[config.mk]
export PLATFORM = sky130hd
export DESIGN_NAME = aalw_cell
export DESIGN_NICKNAME = d
export VERILOG_FILES = /design/src/hw/rtl/aalw_pkg.sv /design/src/hw/rtl/aalw_cell.sv
export SDC_FILE = /design/constraint.sdc
export NUM_CORES = 1
export LEC_CHECK = 0
export ABC_AREA = 0
export ABC_CLOCK_PERIOD_IN_PS = 900
export BUFFER_PORTS_ARGS = -buffer_cell sky130_fd_sc_hd__buf_2
export CAP_MARGIN = 20
export CORE_ASPECT_RATIO = 1.5
export CORE_UTILIZATION = 30
export CTS_CLUSTER_DIAMETER = 30
export DETAILED_ROUTE_END_ITERATION = 16
export HOLD_SLACK_MARGIN = 0.03
export PLACE_DENSITY = 0.68
export SLEW_MARGIN = 20
export SYNTH_ARGS = -nofsm -noshare
export SYNTH_HDL_FRONTEND = slang
export SYNTH_SLANG_ARGS = --single-unit
[constraint.sdc]
create_clock -name clk -period 0.9 [get_ports clk]
set_clock_uncertainty 0.1 [all_clocks]
set_input_delay 0.09 -clock clk [delete_from_list [all_inputs] [get_ports clk]]
set_output_delay 0.09 -clock clk [all_outputs]
set_load 0.01 [all_outputs]
[src/hw/rtl/aalw_pkg.sv]
// Package for the accelerometer activity level window block.
// Holds field widths, register codes, level codes and the config struct.
// No dependencies.
`timescale 1ns / 1ps

package aalw_pkg;

    localparam int SAMPLE_W       = 16;
    localparam int DEV_W          = 32;
    localparam int SCORE_W        = 16;
    localparam int LEVEL_W        = 3;
    localparam int COUNT_W        = 8;
    localparam int PHASE_W        = 4;
    localparam int CFG_INDEX_W    = 3;
    localparam int CFG_DATA_W     = 16;
    localparam int ONE_G_SQ_SHIFT = 28;
    localparam int SCORE_SCALE    = 400;

    // largest |x^2+y^2+z^2 - 2^28| for full-scale inputs
    localparam logic [DEV_W-1:0] MAX_DEV = 32'hB000_0000;

    localparam logic [COUNT_W-1:0] COUNT_LAST = 8'hFF;
    localparam logic [PHASE_W-1:0] PHASE_LAST = 4'd9;

    typedef enum logic [CFG_INDEX_W-1:0] {
        CFG_SCORE_CEILING = 3'd0,
        CFG_STILL_LIMIT   = 3'd1,
        CFG_SLIGHT_LIMIT  = 3'd2,
        CFG_WALK_LIMIT    = 3'd3,
        CFG_RUN_LIMIT     = 3'd4
    } cfg_index_t;

    typedef enum logic [LEVEL_W-1:0] {
        LEVEL_STILL    = 3'd0,
        LEVEL_SLIGHT   = 3'd1,
        LEVEL_WALK     = 3'd2,
        LEVEL_RUN      = 3'd3,
        LEVEL_VIGOROUS = 3'd4
    } level_t;

    typedef struct packed {
        logic [CFG_DATA_W-1:0] score_ceiling;
        logic [CFG_DATA_W-1:0] still_limit;
        logic [CFG_DATA_W-1:0] slight_limit;
        logic [CFG_DATA_W-1:0] walk_limit;
        logic [CFG_DATA_W-1:0] run_limit;
    } cfg_t;

    localparam cfg_t CFG_RESET = '{
        score_ceiling: 16'd1000,
        still_limit:   16'd40,
        slight_limit:  16'd120,
        walk_limit:    16'd300,
        run_limit:     16'd550
    };

endpackage

[src/hw/rtl/aalw_cell.sv]
// One cell of the deviation window shift line.
// Holds one deviation value and passes it on to the next cell on each shift.
// Depends on aalw_pkg.
`timescale 1ns / 1ps

module aalw_cell (
    input  logic                       clk,
    input  logic                       rst_n,
    input  logic                       shift,
    input  logic [aalw_pkg::DEV_W-1:0] din,
    output logic [aalw_pkg::DEV_W-1:0] dout
);

    logic [aalw_pkg::DEV_W-1:0] data_reg;

    always_ff @(posedge clk or negedge rst_n)
    begin
        if (!rst_n)
        begin
            data_reg <= '0;
        end
        else if (shift)
        begin
            data_reg <= din;
        end
    end

    assign dout = data_reg;

endmodule

==> flow_metrics.tcl <==
set metrics [dict create \
    status "finished with violations" \
    violations "design-rule violations, negative hold slack, negative setup slack" \
    cp_slowest_stage_delay_ns 0.39 \
    grt_pass1_vias 944 \
    yosysWarnings 0 \
    cp-startpoint "dout[23]$_DFFE_PN0P_" \
    finalCritPeriodShare_pct 111.7 \
    drt-pass1-iter-count 9 \
    finalNonFillerCells 206 \
    reg2reg_from "dout[30]$_DFFE_PN0P_" \
    holdPathStages 2 \
    final-max-slew-violation-count 0 \
    synth-seq-cells 32 \
    clk_latency_ns 0.27 \
    grt_pass1_wl_um 4381 \
    path_clk_slew_ns 0.07 \
    critical_path.max_fanout 2 \
    routed_wl_um 2712 \
    slew_headroom_pct 88.63 \
    total_power_w 0.003734 \
    crit_path_start_kind "flip-flop" \
    htreeDepth 2 \
    areaGrowthSynthToFinish_pct 47.53 \
    min_period_ns 1.005 \
    finalSetupViolCount 49 \
    core_um2 4282 \
    syn_nets 103 \
    grt_antenna_before_repair 0 \
    yosysUniqueCellTypes 5 \
    grt_max_degree 33 \
    largest_reg_flops 32 \
    cp_data_arrival_time_ns 0.81 \
    design.die.area_um2 4761 \
    netlist_area_um2 1345 \
    p_per_area_nw_per_um2 1882 \
    worst_pin_slew_ns 0.1706 \
    die_h_um 84.01 \
    crit_path_end_kind "output port" \
    leakage_nw 1.065 \
    regArea_um2 800.8 \
    ir_drop_uv 899.4 \
    hold_viol 31 \
    hold_start "din[27]" \
    fin_ws_ns -0.1050 \
    drt-wirelength-per-cell_um 13.17 \
    grt_overflow 0 \
    cts_buffer_depth 2 \
    postRouteAntennaNets 0 \
    rows 29 \
    cts-root-buf "clkbuf_8" \
    cap_violations 0 \
    crit_family "flip-flops" \
    grt_usage_pct 12.35 \
    numPortBuffers 66 \
    rsz0062_at_grt "true" \
    synth.avg_cell_area_um2 19.78 \
    r2r_cells 2 \
    crit_slowest_cell "dfrtp_1" \
    cp.required_ns 0.71 \
    drive_gt1_share_pct 78.13 \
    place_hpwl_um 1895 \
    synthCells 68 \
    final_cell_mix "buf_2, dfrtp_1, mux2_4, buf_4, clkbuf_8" \
    start_util_pct 31.41 \
    cts_inserted_buffers 5 \
    cts_sinks 32 \
    gp_congestion 0.6679 \
    via_count 876 \
    cts_tree "built" \
    final.fill_count 392 \
    fmax_mhz 995.0 \
    initialDrtViolationCount 15 \
    multi_input_area_um2 473.0 \
    die_x_um 56.67 \
    io_pins 67 \
    n_antenna_cell 0 \
    cp.depth 1 \
    routed_via_density 4.252 \
    drc 6 \
    whs_ns -0.06470 \
    crit_chain "buf_2" \
    dp_cells 180 \
    worst-setup-path-type "reg -> out" \
    path_buf_inv 1 \
    layout_commonest_cell "buf_2" \
    ys_seq_area_share_pct 59.53 \
    final_nets 194 \
    min_path_type "in -> reg" \
]
==> path summary, 6_finish.rpt <==
path / endpoint / slack [ns]
worst min register to register: dout[5]$_DFFE_PN0P_ / 0.41
worst max register to register: dout[30]$_DFFE_PN0P_ / -0.09
worst min-delay path: dout[27]$_DFFE_PN0P_ / -0.06
worst max-delay path: dout[23] / -0.10
min in group asynchronous: dout[25]$_DFFE_PN0P_ / 0.19
max in group asynchronous: dout[3]$_DFFE_PN0P_ / 0.34
==> power by group <==
group	internal (W)	switching, W
clock network	0.000821	0.000499
registers	0.00158	0.0000779
logic	0.000476	0.000277
==> timing repair <==
| item | CTS | global route |
|---|---|---|
| resized for setup | 0 | 2 |
| setup buffers | 6 | 10 |
| endpoints found under the hold margin | 64 | 32 |
| setup endpoints to repair | 32 | 38 |
| hold buffers | 1 | 1 |
==> cells by family after synthesis <==
group | after synthesis | synth area share [%]
muxes | 32 | 35.16
DFF | 32 | 59.54
buffers and inverters | 4 | 5.302
==> layer usage <==
metal | vias to the layer above | GRT usage (%) | share of wire (%)
met5 | - | 0 | 0
met4 | 0 | 5.455 | 1.7
met3 | 6 | 3.721 | 6.5
met2 | 46 | 21.32 | 55
met1 | 409 | 13.70 | 37
li1 | 415 | - | -
==> through the flow <==
step	setup WS, ns	setup TNS, ns	hold WS [ns]	util, %	cell area (um^2)
2_1_floorplan	0.02071	0	-0.3056	-	1345
5_1_grt	-0.1472	-5.470	-0.07609	46.35	1984
4_1_cts	-0.1157	-3.615	-0.07328	44.18	1892
3_5_place_dp	-0.09679	-2.174	-0.04157	40.39	1729
6_report	-0.1050	-3.903	-0.06470	46.35	1984
3_3_place_gp	-0.07080	-1.484	-0.04559	40.39	1729
==> cells in the mapped netlist <==
library cell  count  share of area (%)
buf_12            3                4.5
buf_6             1               0.84
dfrtp_1          32                 60
mux2_2            2                1.7
mux2_4           30                 33
==> layout make-up <==
cell class | count | area share, %
clock buffer | 6 | 3.657
tap | 46 | 2.900
clock inverter | 2 | 1.765
multi-input combinational | 32 | 23.83
timing repair buffer | 88 | 27.49
sequential | 32 | 40.35
No activity file was read; power rests on OpenSTA's default activity.
