**config.mk**
```make
export PLATFORM = sky130hd
export DESIGN_NAME = aalw_score
export DESIGN_NICKNAME = d
export VERILOG_FILES = /design/src/hw/rtl/aalw_pkg.sv /design/src/hw/rtl/aalw_score.sv
export SDC_FILE = /design/constraint.sdc
export NUM_CORES = 1
export LEC_CHECK = 0
export BUFFER_PORTS_ARGS = -buffer_cell sky130_fd_sc_hd__buf_2
export CORE_MARGIN = 4
export CORE_UTILIZATION = 42
export DETAILED_ROUTE_END_ITERATION = 6
export PLACE_DENSITY_LB_ADDON = 0.08
export SLEW_MARGIN = 0
export SYNTH_ARGS = -nofsm -noshare
export SYNTH_HDL_FRONTEND = slang
export SYNTH_SLANG_ARGS = --single-unit
export TNS_END_PERCENT = 50
```
**constraint.sdc**
```tcl
create_clock -name clk -period 5.9 [get_ports clk]
set_input_delay 1.77 -clock clk [delete_from_list [all_inputs] [get_ports clk]]
set_output_delay 1.77 -clock clk [all_outputs]
set_load 0.03 [all_outputs]
```
**src/hw/rtl/aalw_pkg.sv**
```systemverilog
// Package for the accelerometer activity level window block.
// Holds field widths, register codes, level codes and the config struct.
// No dependencies.
`timescale 1ns / 1ps

package aalw_pkg;

    localparam int SAMPLE_W       = 16;
    localparam int DEV_W          = 32;
    localparam int SCORE_W        = 16;
    localparam int LEVEL_W        = 3;
    localparam int COUNT_W        = 8;
    localparam int PHASE_W        = 4;
    localparam int CFG_INDEX_W    = 3;
    localparam int CFG_DATA_W     = 16;
    localparam int ONE_G_SQ_SHIFT = 28;
    localparam int SCORE_SCALE    = 400;

    // largest |x^2+y^2+z^2 - 2^28| for full-scale inputs
    localparam logic [DEV_W-1:0] MAX_DEV = 32'hB000_0000;

    localparam logic [COUNT_W-1:0] COUNT_LAST = 8'hFF;
    localparam logic [PHASE_W-1:0] PHASE_LAST = 4'd9;

    typedef enum logic [CFG_INDEX_W-1:0] {
        CFG_SCORE_CEILING = 3'd0,
        CFG_STILL_LIMIT   = 3'd1,
        CFG_SLIGHT_LIMIT  = 3'd2,
        CFG_WALK_LIMIT    = 3'd3,
        CFG_RUN_LIMIT     = 3'd4
    } cfg_index_t;

    typedef enum logic [LEVEL_W-1:0] {
        LEVEL_STILL    = 3'd0,
        LEVEL_SLIGHT   = 3'd1,
        LEVEL_WALK     = 3'd2,
        LEVEL_RUN      = 3'd3,
        LEVEL_VIGOROUS = 3'd4
    } level_t;

    typedef struct packed {
        logic [CFG_DATA_W-1:0] score_ceiling;
        logic [CFG_DATA_W-1:0] still_limit;
        logic [CFG_DATA_W-1:0] slight_limit;
        logic [CFG_DATA_W-1:0] walk_limit;
        logic [CFG_DATA_W-1:0] run_limit;
    } cfg_t;

    localparam cfg_t CFG_RESET = '{
        score_ceiling: 16'd1000,
        still_limit:   16'd40,
        slight_limit:  16'd120,
        walk_limit:    16'd300,
        run_limit:     16'd550
    };

endpackage

```
**src/hw/rtl/aalw_score.sv**
```systemverilog
// Score datapath: total * 400 / 2^28, divide by the window length through a
// reciprocal multiply, then clamp and classify. Three register stages.
// Depends on aalw_pkg.
`timescale 1ns / 1ps

module aalw_score #(
    parameter int WINDOW_LENGTH = 50
) (
    input  logic                                     clk,
    input  logic                                     load_scale,
    input  logic                                     load_recip,
    input  logic                                     load_out,
    input  logic [$clog2(longint'(WINDOW_LENGTH) * longint'(aalw_pkg::MAX_DEV) + 1)-1:0] total,
    input  aalw_pkg::cfg_t                           cfg,
    output logic [aalw_pkg::SCORE_W-1:0]             motion_score,
    output logic [aalw_pkg::LEVEL_W-1:0]             activity_level
);

    localparam longint MAX_TOTAL = longint'(WINDOW_LENGTH) * longint'(aalw_pkg::MAX_DEV);
    localparam int TOTAL_W   = $clog2(MAX_TOTAL + 1);
    localparam int SCALED_W  = TOTAL_W + $clog2(aalw_pkg::SCORE_SCALE);
    localparam int Y_W       = SCALED_W - aalw_pkg::ONE_G_SQ_SHIFT;
    localparam int K         = Y_W + $clog2(WINDOW_LENGTH);
    localparam longint RECIP_VAL = ((longint'(1) << K) + longint'(WINDOW_LENGTH) - 1)
                                   / longint'(WINDOW_LENGTH);
    localparam int RECIP_W   = $clog2(RECIP_VAL + 1);
    localparam int PROD_W    = Y_W + RECIP_W;
    localparam int RAW_W     = PROD_W - K;
    localparam int CMP_W     = (RAW_W > aalw_pkg::SCORE_W) ? RAW_W : aalw_pkg::SCORE_W;
    localparam logic [RECIP_W-1:0] RECIP = RECIP_W'(RECIP_VAL);

    logic [SCALED_W-1:0]          scaled;
    logic [Y_W-1:0]               y_reg;
    logic [PROD_W-1:0]            prod_next;
    logic [PROD_W-1:0]            prod_reg;
    logic [RAW_W-1:0]             raw;
    logic [CMP_W-1:0]             raw_ext;
    logic [aalw_pkg::SCORE_W-1:0] score_next;
    aalw_pkg::level_t             level_next;
    logic [aalw_pkg::SCORE_W-1:0] score_reg;
    aalw_pkg::level_t             level_reg;

    assign scaled = SCALED_W'(total) * SCALED_W'(aalw_pkg::SCORE_SCALE);

    always_ff @(posedge clk)
    begin
        if (load_scale)
        begin
            y_reg <= scaled[SCALED_W-1:aalw_pkg::ONE_G_SQ_SHIFT];
        end
    end

    // floor(y * RECIP / 2^K) equals floor(y / WINDOW_LENGTH) for every y below 2^Y_W
    assign prod_next = PROD_W'(y_reg) * PROD_W'(RECIP);

    always_ff @(posedge clk)
    begin
        if (load_recip)
        begin
            prod_reg <= prod_next;
        end
    end

    always_comb
    begin
        raw     = prod_reg[PROD_W-1:K];
        raw_ext = CMP_W'(raw);
        if (raw_ext > CMP_W'(cfg.score_ceiling))
        begin
            score_next = cfg.score_ceiling;
        end
        else
        begin
            score_next = raw_ext[aalw_pkg::SCORE_W-1:0];
        end
        priority if (score_next < cfg.still_limit)
        begin
            level_next = aalw_pkg::LEVEL_STILL;
        end
        else if (score_next < cfg.slight_limit)
        begin
            level_next = aalw_pkg::LEVEL_SLIGHT;
        end
        else if (score_next < cfg.walk_limit)
        begin
            level_next = aalw_pkg::LEVEL_WALK;
        end
        else if (score_next < cfg.run_limit)
        begin
            level_next = aalw_pkg::LEVEL_RUN;
        end
        else
        begin
            level_next = aalw_pkg::LEVEL_VIGOROUS;
        end
    end

    always_ff @(posedge clk)
    begin
        if (load_out)
        begin
            score_reg <= score_next;
            level_reg <= level_next;
        end
    end

    assign motion_score   = score_reg;
    assign activity_level = level_reg;

endmodule

```
==> impl_results.md <==
- CP endpoint kind: flip-flop
- Core ar.: 0.03147 mm²
- Synth-to-layout area growth: 17.01%
- EDFF count, synth: 52
- Minimum clock period: 5973 ps
- Failing checks: negative setup slack
- Clock latency on the worst-skew pair: 310 ps
- DRT Pass-1 Iters: 7
- DP HPWL: 28080 µm
- Crit Path Class: flip-flop to flip-flop
- Hold Vio Cnt, Final: 0
- Top cells by count, synth: inv_1, ha_1, fa_1
- Vias in the first global route: 10190
- Ranking of synthesized cells by area: ha_1, fa_1, inv_1, edfxtp_1, a21o_1
- Top-count cell post-synth: inv_1
- Clock root cell: clkbuf_16
- Num rows: 65
- WHS: 691.6 ps
- Post-route DRC: 0
- Pin count of the biggest net entering global routing: 20
- First-pass GRT wire length: 50740 µm
- Global route hottest layer: met2
- Synth unique cells: 64
- CTS tree: built
- Clock Path Buffers: 2
- Fin. max-slew vios: 0
- Tcrit/Tclk final: 1.012
- Total number of yosys warnings: 0
- Initial antenna violation count: 1
- Mapped cell area: 0.01335 mm²
- Post-synthesis sequential area ratio: 0.1170
- Unrepaired setup endpoints after global routing: true
- Worst slew pin tran: 543.0 ps
- Largest register FFs: 19
- Final core utilization: 0.4962
- Area taken by multi-input logic gates: 0.01027 mm²
- CTS Buf Count: 5
- Clock skew: 10.43 ps
- # IOs: 141
- Per-cell routed wire length: 15.00 µm
- Routed Antenna Nets: 0
- M2 GR Usage: 0.2919
- Met3 Use GR: 0.01750
- Crit path DAT: 6030 ps
- Relative slew slack: 0.6364
- Setup slack after layout: -72.54 ps
- # clock sinks: 52
- Outcome: finished with violations
- Worst-path clk slew: 80 ps
- Die Footprint: 0.03469 mm²
- Met1 usage: 0.2794
- Layout cell share with drive strength beyond 1: 0.1847
- Startpoint types: flip-flop
- Final setup fails: 2
- Starting Density: 0.4241
- Post-synth ARST share: 0
- Max FO, Critical Path: 5
- Final GP Congestion: 0.8467
- Number of synthesized register bits: 52
- Synth Area per Inst: 9.452 µm²
- Data required time at the worst endpoint: 5960 ps
- Area leader, netlist: ha_1
- H-tree depth: 2
- Fin cells: 2054
- Gr ovfl total: 0
- Final nets: 2281
- Post-Route WL: 30820 µm
- Yosys top cell area share: 0.3300
- Hold-fix buffers, CTS: 0
- Post-Synthesis Cells: 1412
- HP Class: flip-flop to flip-flop
- Top FF cell, synth: edfxtp_1
- IO buf count: 140
- Vias per cell: 4.776
- Via Count: 9810
- Placed insts: 2033
- Total GRT Usage: 0.1832
- Number of DRC markers in iteration 0: 407
- Seq. cell area: 0.001562 mm²
- Die height: 186.3 µm
- Max-cap violations: 0
- Fill cells: 3051
- Die Width: 186.3 µm
- Upper clock frequency limit: 0.1674 GHz
==> worst max-delay path: stages, from the launching register on <==
cell	delay (ps)
edfxtp_1	520
fa_1	640
inv_2	80
fa_1	560
fa_1	430
inv_2	70
fa_2	460
fa_1	540
inv_1	50
fa_1	520
inv_1	50
ha_1	300
nand2_2	80
a211oi_2	40
or4_1	550
o211a_4	190
a21oi_4	240
o21bai_1	140
a21oi_1	190
xnor2_1	90
==> cell type report <==
| cell class | instances | area share |
|---|---|---|
| multi-input combinational | 891 | 0.6577 |
| inverter | 477 | 0.1147 |
| sequential | 52 | 0.09999 |
| timing repair buffer | 223 | 0.08549 |
| tap | 402 | 0.03221 |
| clock buffer | 5 | 0.008012 |
| clock inverter | 3 | 0.001763 |
| antenna | 1 | 0.0001602 |
==> cell usage in the layout (no fill, tap or decap), types with 21 or more instances in the layout <==
cell type  count
nand4_1       21
nand2_1       26
xnor2_1       21
a21oi_1       47
ha_1         342
nor2_1        26
buf_4         80
edfxtp_1      52
inv_1        466
fa_1         148
a21o_1        47
buf_2        140
o21ai_0       21
==> kinds of logic (layout without fill, tap and decap cells) <==
group                    after synthesis  count (layout)  synth area share
XOR/XNOR                              34              34           0.02231
AND/OR/NAND/NOR                      144             144           0.05831
buffers and inverters                478             708            0.1345
AO/OA/AOI/OAI                        181             181           0.09112
flip-flops                            52              52            0.1170
other                                  1              11         0.0002810
multiplexers                          13              13           0.01097
adder cells (fa/ha/maj)              509             509            0.5655
==> what timing repair did <==
| action | CTS | global route |
|---|---|---|
| setup buffers | 8 | 5 |
| endpoints found under the setup margin | 10 | 15 |
| gates resized for setup | 23 | 35 |
| pin swaps | 26 | 19 |
| gates cloned | 0 | 0 |
==> through the flow <==
step / instance area (µm²) / setup WS [ps] / setup TNS (ps)
final: 15620 / -72.54 / -73.04
after global routing: 15620 / -251.1 / -1483
after CTS: 15450 / -14.79 / -14.79
after detailed placement: 15120 / -199.5 / -1319
after global placement: 15120 / -89.58 / -488.9
after floorplan: 13390 / -34.98 / -48.31
==> final timing paths <==
path	from	endpoint	slack, ps	cells past startpoint
setup reg to reg	y_reg[9]	prod_reg[32]	-70	19
hold / removal	prod_reg[31]	motion_score[6]	690	1
setup / recovery	y_reg[9]	prod_reg[32]	-70	19
hold reg to reg	prod_reg[31]	motion_score[6]	690	1
==> layer usage <==
layer | vias to the layer above | part of all wire
met1 | 4670 | 0.52
met2 | 125 | 0.45
met5 | - | 0
met3 | 11 | 0.030
li1 | 5004 | -
met4 | 0 | 0.0069
Power is not shown: default switching activity piles up to over one toggle a cycle in this logic, so the estimate is an artifact.
