[src/hw/rtl/aalw_pkg.sv]
// Package for the accelerometer activity level window block.
// Holds field widths, register codes, level codes and the config struct.
// No dependencies.
`timescale 1ns / 1ps

package aalw_pkg;

    localparam int SAMPLE_W       = 16;
    localparam int DEV_W          = 32;
    localparam int SCORE_W        = 16;
    localparam int LEVEL_W        = 3;
    localparam int COUNT_W        = 8;
    localparam int PHASE_W        = 4;
    localparam int CFG_INDEX_W    = 3;
    localparam int CFG_DATA_W     = 16;
    localparam int ONE_G_SQ_SHIFT = 28;
    localparam int SCORE_SCALE    = 400;

    // largest |x^2+y^2+z^2 - 2^28| for full-scale inputs
    localparam logic [DEV_W-1:0] MAX_DEV = 32'hB000_0000;

    localparam logic [COUNT_W-1:0] COUNT_LAST = 8'hFF;
    localparam logic [PHASE_W-1:0] PHASE_LAST = 4'd9;

    typedef enum logic [CFG_INDEX_W-1:0] {
        CFG_SCORE_CEILING = 3'd0,
        CFG_STILL_LIMIT   = 3'd1,
        CFG_SLIGHT_LIMIT  = 3'd2,
        CFG_WALK_LIMIT    = 3'd3,
        CFG_RUN_LIMIT     = 3'd4
    } cfg_index_t;

    typedef enum logic [LEVEL_W-1:0] {
        LEVEL_STILL    = 3'd0,
        LEVEL_SLIGHT   = 3'd1,
        LEVEL_WALK     = 3'd2,
        LEVEL_RUN      = 3'd3,
        LEVEL_VIGOROUS = 3'd4
    } level_t;

    typedef struct packed {
        logic [CFG_DATA_W-1:0] score_ceiling;
        logic [CFG_DATA_W-1:0] still_limit;
        logic [CFG_DATA_W-1:0] slight_limit;
        logic [CFG_DATA_W-1:0] walk_limit;
        logic [CFG_DATA_W-1:0] run_limit;
    } cfg_t;

    localparam cfg_t CFG_RESET = '{
        score_ceiling: 16'd1000,
        still_limit:   16'd40,
        slight_limit:  16'd120,
        walk_limit:    16'd300,
        run_limit:     16'd550
    };

endpackage

[src/hw/rtl/aalw_dev.sv]
// Deviation datapath: squares of the three axes, then |sum - 1 g^2|.
// Two register stages, loaded by enables from the top level.
// Depends on aalw_pkg.
`timescale 1ns / 1ps

module aalw_dev (
    input  logic                                 clk,
    input  logic                                 load_sq,
    input  logic                                 load_dev,
    input  logic signed [aalw_pkg::SAMPLE_W-1:0] accel_x,
    input  logic signed [aalw_pkg::SAMPLE_W-1:0] accel_y,
    input  logic signed [aalw_pkg::SAMPLE_W-1:0] accel_z,
    output logic        [aalw_pkg::DEV_W-1:0]    dev
);

    localparam int SQ_W  = 2 * aalw_pkg::SAMPLE_W;
    localparam int SUM_W = SQ_W + 2;
    localparam logic [SUM_W-1:0] ONE_G_SQ = SUM_W'(1) << aalw_pkg::ONE_G_SQ_SHIFT;

    logic signed [SQ_W-1:0] sq_x_next;
    logic signed [SQ_W-1:0] sq_y_next;
    logic signed [SQ_W-1:0] sq_z_next;
    logic        [SQ_W-1:0] sq_x_reg;
    logic        [SQ_W-1:0] sq_y_reg;
    logic        [SQ_W-1:0] sq_z_reg;
    logic        [SUM_W-1:0] mag;
    logic        [SUM_W-1:0] above;
    logic        [SUM_W-1:0] below;
    logic        [aalw_pkg::DEV_W-1:0] dev_next;
    logic        [aalw_pkg::DEV_W-1:0] dev_reg;

    assign sq_x_next = SQ_W'(accel_x) * SQ_W'(accel_x);
    assign sq_y_next = SQ_W'(accel_y) * SQ_W'(accel_y);
    assign sq_z_next = SQ_W'(accel_z) * SQ_W'(accel_z);

    always_ff @(posedge clk)
    begin
        if (load_sq)
        begin
            sq_x_reg <= unsigned'(sq_x_next);
            sq_y_reg <= unsigned'(sq_y_next);
            sq_z_reg <= unsigned'(sq_z_next);
        end
    end

    always_comb
    begin
        mag   = SUM_W'(sq_x_reg) + SUM_W'(sq_y_reg) + SUM_W'(sq_z_reg);
        above = mag - ONE_G_SQ;
        below = ONE_G_SQ - mag;
        if (mag >= ONE_G_SQ)
        begin
            dev_next = above[aalw_pkg::DEV_W-1:0];
        end
        else
        begin
            dev_next = below[aalw_pkg::DEV_W-1:0];
        end
    end

    always_ff @(posedge clk)
    begin
        if (load_dev)
        begin
            dev_reg <= dev_next;
        end
    end

    assign dev = dev_reg;

endmodule

[config.mk]
export PLATFORM = sky130hd
export DESIGN_NAME = aalw_dev
export DESIGN_NICKNAME = d
export VERILOG_FILES = /design/src/hw/rtl/aalw_pkg.sv /design/src/hw/rtl/aalw_dev.sv
export SDC_FILE = /design/constraint.sdc
export NUM_CORES = 2
export LEC_CHECK = 0
export ABC_CLOCK_PERIOD_IN_PS = 8250
export BUFFER_PORTS_ARGS = -buffer_cell sky130_fd_sc_hd__buf_4
export CORE_MARGIN = 2
export CORE_UTILIZATION = 50
export CTS_CLUSTER_DIAMETER = 50
export DETAILED_ROUTE_END_ITERATION = 16
export GPL_TIMING_DRIVEN = 0
export PLACE_DENSITY = 0.66
export SLEW_MARGIN = 10
export SYNTH_ARGS = -nofsm -noshare
export SYNTH_HDL_FRONTEND = slang
export SYNTH_SLANG_ARGS = --single-unit
[constraint.sdc]
create_clock -name clk -period 8.25 [get_ports clk]
set_clock_uncertainty 0.2 [all_clocks]
set_input_delay 0.4125 -clock clk [delete_from_list [all_inputs] [get_ports clk]]
set_output_delay 0.4125 -clock clk [all_outputs]
set_load 0.03 [all_outputs]
==> impl_summary.txt <==
----------------------------------------------------
[Synthesis]
  Fraction of synthesized cell area taken by the top area cell type ... 43.6%
  Warnings from Yosys ... 0
  Number of flip-flops and latches in the synthesized netlist ... about 130
  Number of distinct library cells after synthesis ... between 70 and 80
  Library cell with the largest summed area after synthesis ... sky130_fd_sc_hd__fa_1
  Async SR Flop Fraction ... 0%
  Leading cell types by count after synthesis ... sky130_fd_sc_hd__inv_1, sky130_fd_sc_hd__fa_1, sky130_fd_sc_hd__ha_1
  Synth top area cells ... sky130_fd_sc_hd__fa_1, sky130_fd_sc_hd__ha_1, sky130_fd_sc_hd__edfxtp_1, sky130_fd_sc_hd__inv_1, sky130_fd_sc_hd__xnor2_1
  Number of enable flip-flop cells after synthesis ... 125
  Syn Area/Cell ... ~9.7 sq um
  Cell with the most instances after synthesis ... sky130_fd_sc_hd__inv_1
  Sequential share of the synthesized area ... 11.2%
  Main synth FF type ... sky130_fd_sc_hd__edfxtp_1
  Netlist Area Pre-Place ... 33600 sq um
  Synthesized instance count ... around 3500

[Clock tree]
  Clock Tree Buf Depth ... 2
  Worst-path clk slew ... roughly 0.06 ns
  Source-to-sink clock delay at the later pin of the worst-skew pair ... 0.43 ns
  Number of buffers created by CTS ... 17
  Clock H-tree levels ... 4
  CTS tree ... built
  Total setup buffers inserted after CTS ... 0
  Count of clock tree sinks ... approximately 130
  CTS root buffer ... sky130_fd_sc_hd__clkbuf_16

[Critical path]
  Worst Path Max Fanout ... 10
  Critical path arrival ... 7.80 ns
  Largest delay contributor family on the critical path ... adder cells
  Cell seen most often among critical-path stages ... sky130_fd_sc_hd__fa_1
  Data required time at the worst endpoint ... between 8 and 9 ns
  Launching element type of the critical path ... input port
  Type of the worst setup path ... input port to flop
  CP endpoint kind ... flop
  Number of cells on the worst reg-to-reg path ... 17
  Biggest cell delay along the critical path ... 0.54 ns
  Max stage delay cell, worst path ... sky130_fd_sc_hd__fa_1
  Worst path bufs/invs ... 5
  Critical Path, Cell by Cell ... buf_4, clkbuf_1, nand2_1, fa_1, fa_1, fa_1, inv_1, fa_1, fa_1, inv_1, fa_1, inv_1, ha_1, a21o_1, a221oi_1, o221ai_1, nor4_1, nor3_1, o31ai_1, o21ai_0, nor3_1, o21bai_1, a21oi_1, xnor2_1
  Number of stages on the worst setup path ... 24

[Finish]
  Share of cells above drive strength 1 ... ~4.3%
  Final Instance Count excl. Fillers ... 4453
  P&R area growth vs syn ... 6.69%
  Filler Cells Inserted ... 6046
  Max FFs per register ... 32
  Net count reported at finish ... 4655
  Post-route cell area ... 35900 sq um

[Global route]
  Total routing usage reported by global routing ... 22.9%
  Pin count of the biggest net entering global routing ... 94
  Total gr overflow ... 0
  Antenna violations before repair ... 0
  Via count of the first global-routing pass ... 24500
  Global-route wire length before repair ... 126000 um

[Min path]
  Hold Path Depth ... 1
  Worst hold path type ... input port to flop

[Route]
  Mean routed wirelength per cell ... roughly 17 um
  Average via count per standard cell ... a little over 5
  DRC violation count after routing ... 0
  Total detailed-routing wirelength ... ~75000 um
  Routed vias ... 22900
  Detailed router's first-iteration violation count ... 1367
  Count of nets left with antenna violations after detail routing ... 0
  Drt first pass iters ... 7

[Outcome]
  Result of the run ... finished, final reports clean

[Timing]
  Setup Viol. Count Final ... 0
  Unrepaired setup endpoints after global routing ... false
  Tcrit/Tclk final ... 94.7%
  FMAX ... 128 MHz
  Max-slew violation count ... 0
  Post-layout min period ... approximately 8 ns
  Pin slew with the least headroom to its limit ... 1.20 ns
  Count of final hold-check violations ... 0
  Worst slew margin relative to its limit ... 19.8%
  Post-route worst hold slack ... 0.0721 ns

[Placed design]
  Number of buffers inserted by port buffering ... 76
  Post-placement cell area ... 35300 sq um
  DP Cell Count ... between 4000 and 5000
  Gp weighted congestion ... 0.942
  Post-detailed-placement half-perimeter wirelength ... 64200 um

[Floorplan]
  Initial Utilization ... 50.3%
  Full die area ... 69400 sq um
  X dimension of the die ... ~260 um
  Die span in y ... between 200 and 300 um
  Top-level port count ... 83
  Row Count ... 95
  Core Box Area ... 66900 sq um

[Run]
  Max-Cap Viols ... 0

----------------------------------------------------
-- layout by cell type (no fill, tap or decap), types with 15 or more instances in the layout --
cell type,synthesis,final
sky130_fd_sc_hd__fa_1,732,732
sky130_fd_sc_hd__o21bai_1,25,25
sky130_fd_sc_hd__clkbuf_1,70,64
sky130_fd_sc_hd__inv_1,967,967
sky130_fd_sc_hd__and2_1,125,125
sky130_fd_sc_hd__a21oi_1,93,93
sky130_fd_sc_hd__nor3_1,24,24
sky130_fd_sc_hd__nor2_1,127,127
sky130_fd_sc_hd__clkbuf_16,0,17
sky130_fd_sc_hd__nor2b_1,15,15
sky130_fd_sc_hd__nand2b_1,30,30
sky130_fd_sc_hd__xnor2_1,135,135
sky130_fd_sc_hd__ha_1,305,305
sky130_fd_sc_hd__and3_1,24,24
sky130_fd_sc_hd__xor2_1,46,46
sky130_fd_sc_hd__edfxtp_1,125,125
sky130_fd_sc_hd__nand3_1,33,33
sky130_fd_sc_hd__buf_4,0,76
sky130_fd_sc_hd__a31o_2,16,16
sky130_fd_sc_hd__a21o_1,47,47
sky130_fd_sc_hd__nand2_1,292,292
sky130_fd_sc_hd__o21ai_0,56,56
-- logic make-up after synthesis --
logic type	count (synthesis)	share of synthesized area, %
buf+inv	1047	11.7
flops	125	11.2
simple gates	731	10.5
mux	4	0.119
other cells	2	0.0223
xor+xnor	181	4.71
compound gates	344	6.86
fa+ha+maj	1037	54.9
-- timing repair --
| item | 4_1_cts | 5_1_grt |
|---|---|---|
| resized for setup | 0 | 9 |
| setup endpoints to repair | 0 | 4 |
| hold buffers | 2 | 0 |
| endpoints found under the hold margin | 2 | 0 |
-- worst reg2reg max path, cell delays in order, from the launching register on --
cell                       delay (ns)
sky130_fd_sc_hd__edfxtp_1        0.45
sky130_fd_sc_hd__fa_1            0.49
sky130_fd_sc_hd__ha_1            0.29
sky130_fd_sc_hd__clkbuf_1        0.18
sky130_fd_sc_hd__a21oi_1         0.26
sky130_fd_sc_hd__o21ai_0         0.18
sky130_fd_sc_hd__nor3_1          0.44
sky130_fd_sc_hd__a21oi_1         0.25
sky130_fd_sc_hd__o2111a_1        0.33
sky130_fd_sc_hd__nand2b_1        0.22
sky130_fd_sc_hd__xnor2_1         0.42
sky130_fd_sc_hd__ha_1            0.28
sky130_fd_sc_hd__nand4_1         0.23
sky130_fd_sc_hd__a31oi_1         0.28
sky130_fd_sc_hd__buf_2           0.29
sky130_fd_sc_hd__buf_2           0.28
sky130_fd_sc_hd__nand2_1         0.10
sky130_fd_sc_hd__xnor2_1         0.30
-- metrics by stage --
stage | setup slack, ns | TNS (ns) | util [%]
floorplan | 1.31 | 0 | -
global placement | -0.152 | -0.251 | 52.8
detailed placement | -0.225 | -0.418 | 52.8
CTS | 0.210 | 0 | 53.6
global route | 0.0137 | 0 | 53.6
finish | 0.434 | 0 | 53.6
-- layout make-up --
cell class              instances  area (sq um)  share of cell area (%)
repair buffers                 78           591                    1.65
clock buffers                  17           425                    1.19
clock inverters                14           138                   0.384
inverters                     967          3630                    10.1
plain buffers                  78           303                   0.844
flip-flops and latches        125          3750                    10.5
multi-input cells            2300         26000                    72.3
diodes                          1          2.50                 0.00697
well taps                     873          1090                    3.04
-- layer usage --
layer  wire length, um  part of all wire (%)  track usage (%)
met5                 0                     0                0
met4              1810                   2.4             5.65
met3              4400                   5.9             3.04
met2             35600                    48             37.9
met1             32800                    44             32.0
-- worst paths after layout --
check,from,to,slack (ns)
worst min register to register,sq_y_reg[0]$_DFFE_PP_,dev[0]$_DFFE_PP_,0.50
worst max register to register,sq_y_reg[8]$_DFFE_PP_,dev[19]$_DFFE_PP_,2.57
worst min-delay path,accel_z[0],sq_z_reg[0]$_DFFE_PP_,0.07
worst max-delay path,accel_x[9],sq_x_reg[31]$_DFFE_PP_,0.43
Power is not shown: default switching activity piles up to over one toggle a cycle in this logic, so the estimate is an artifact.
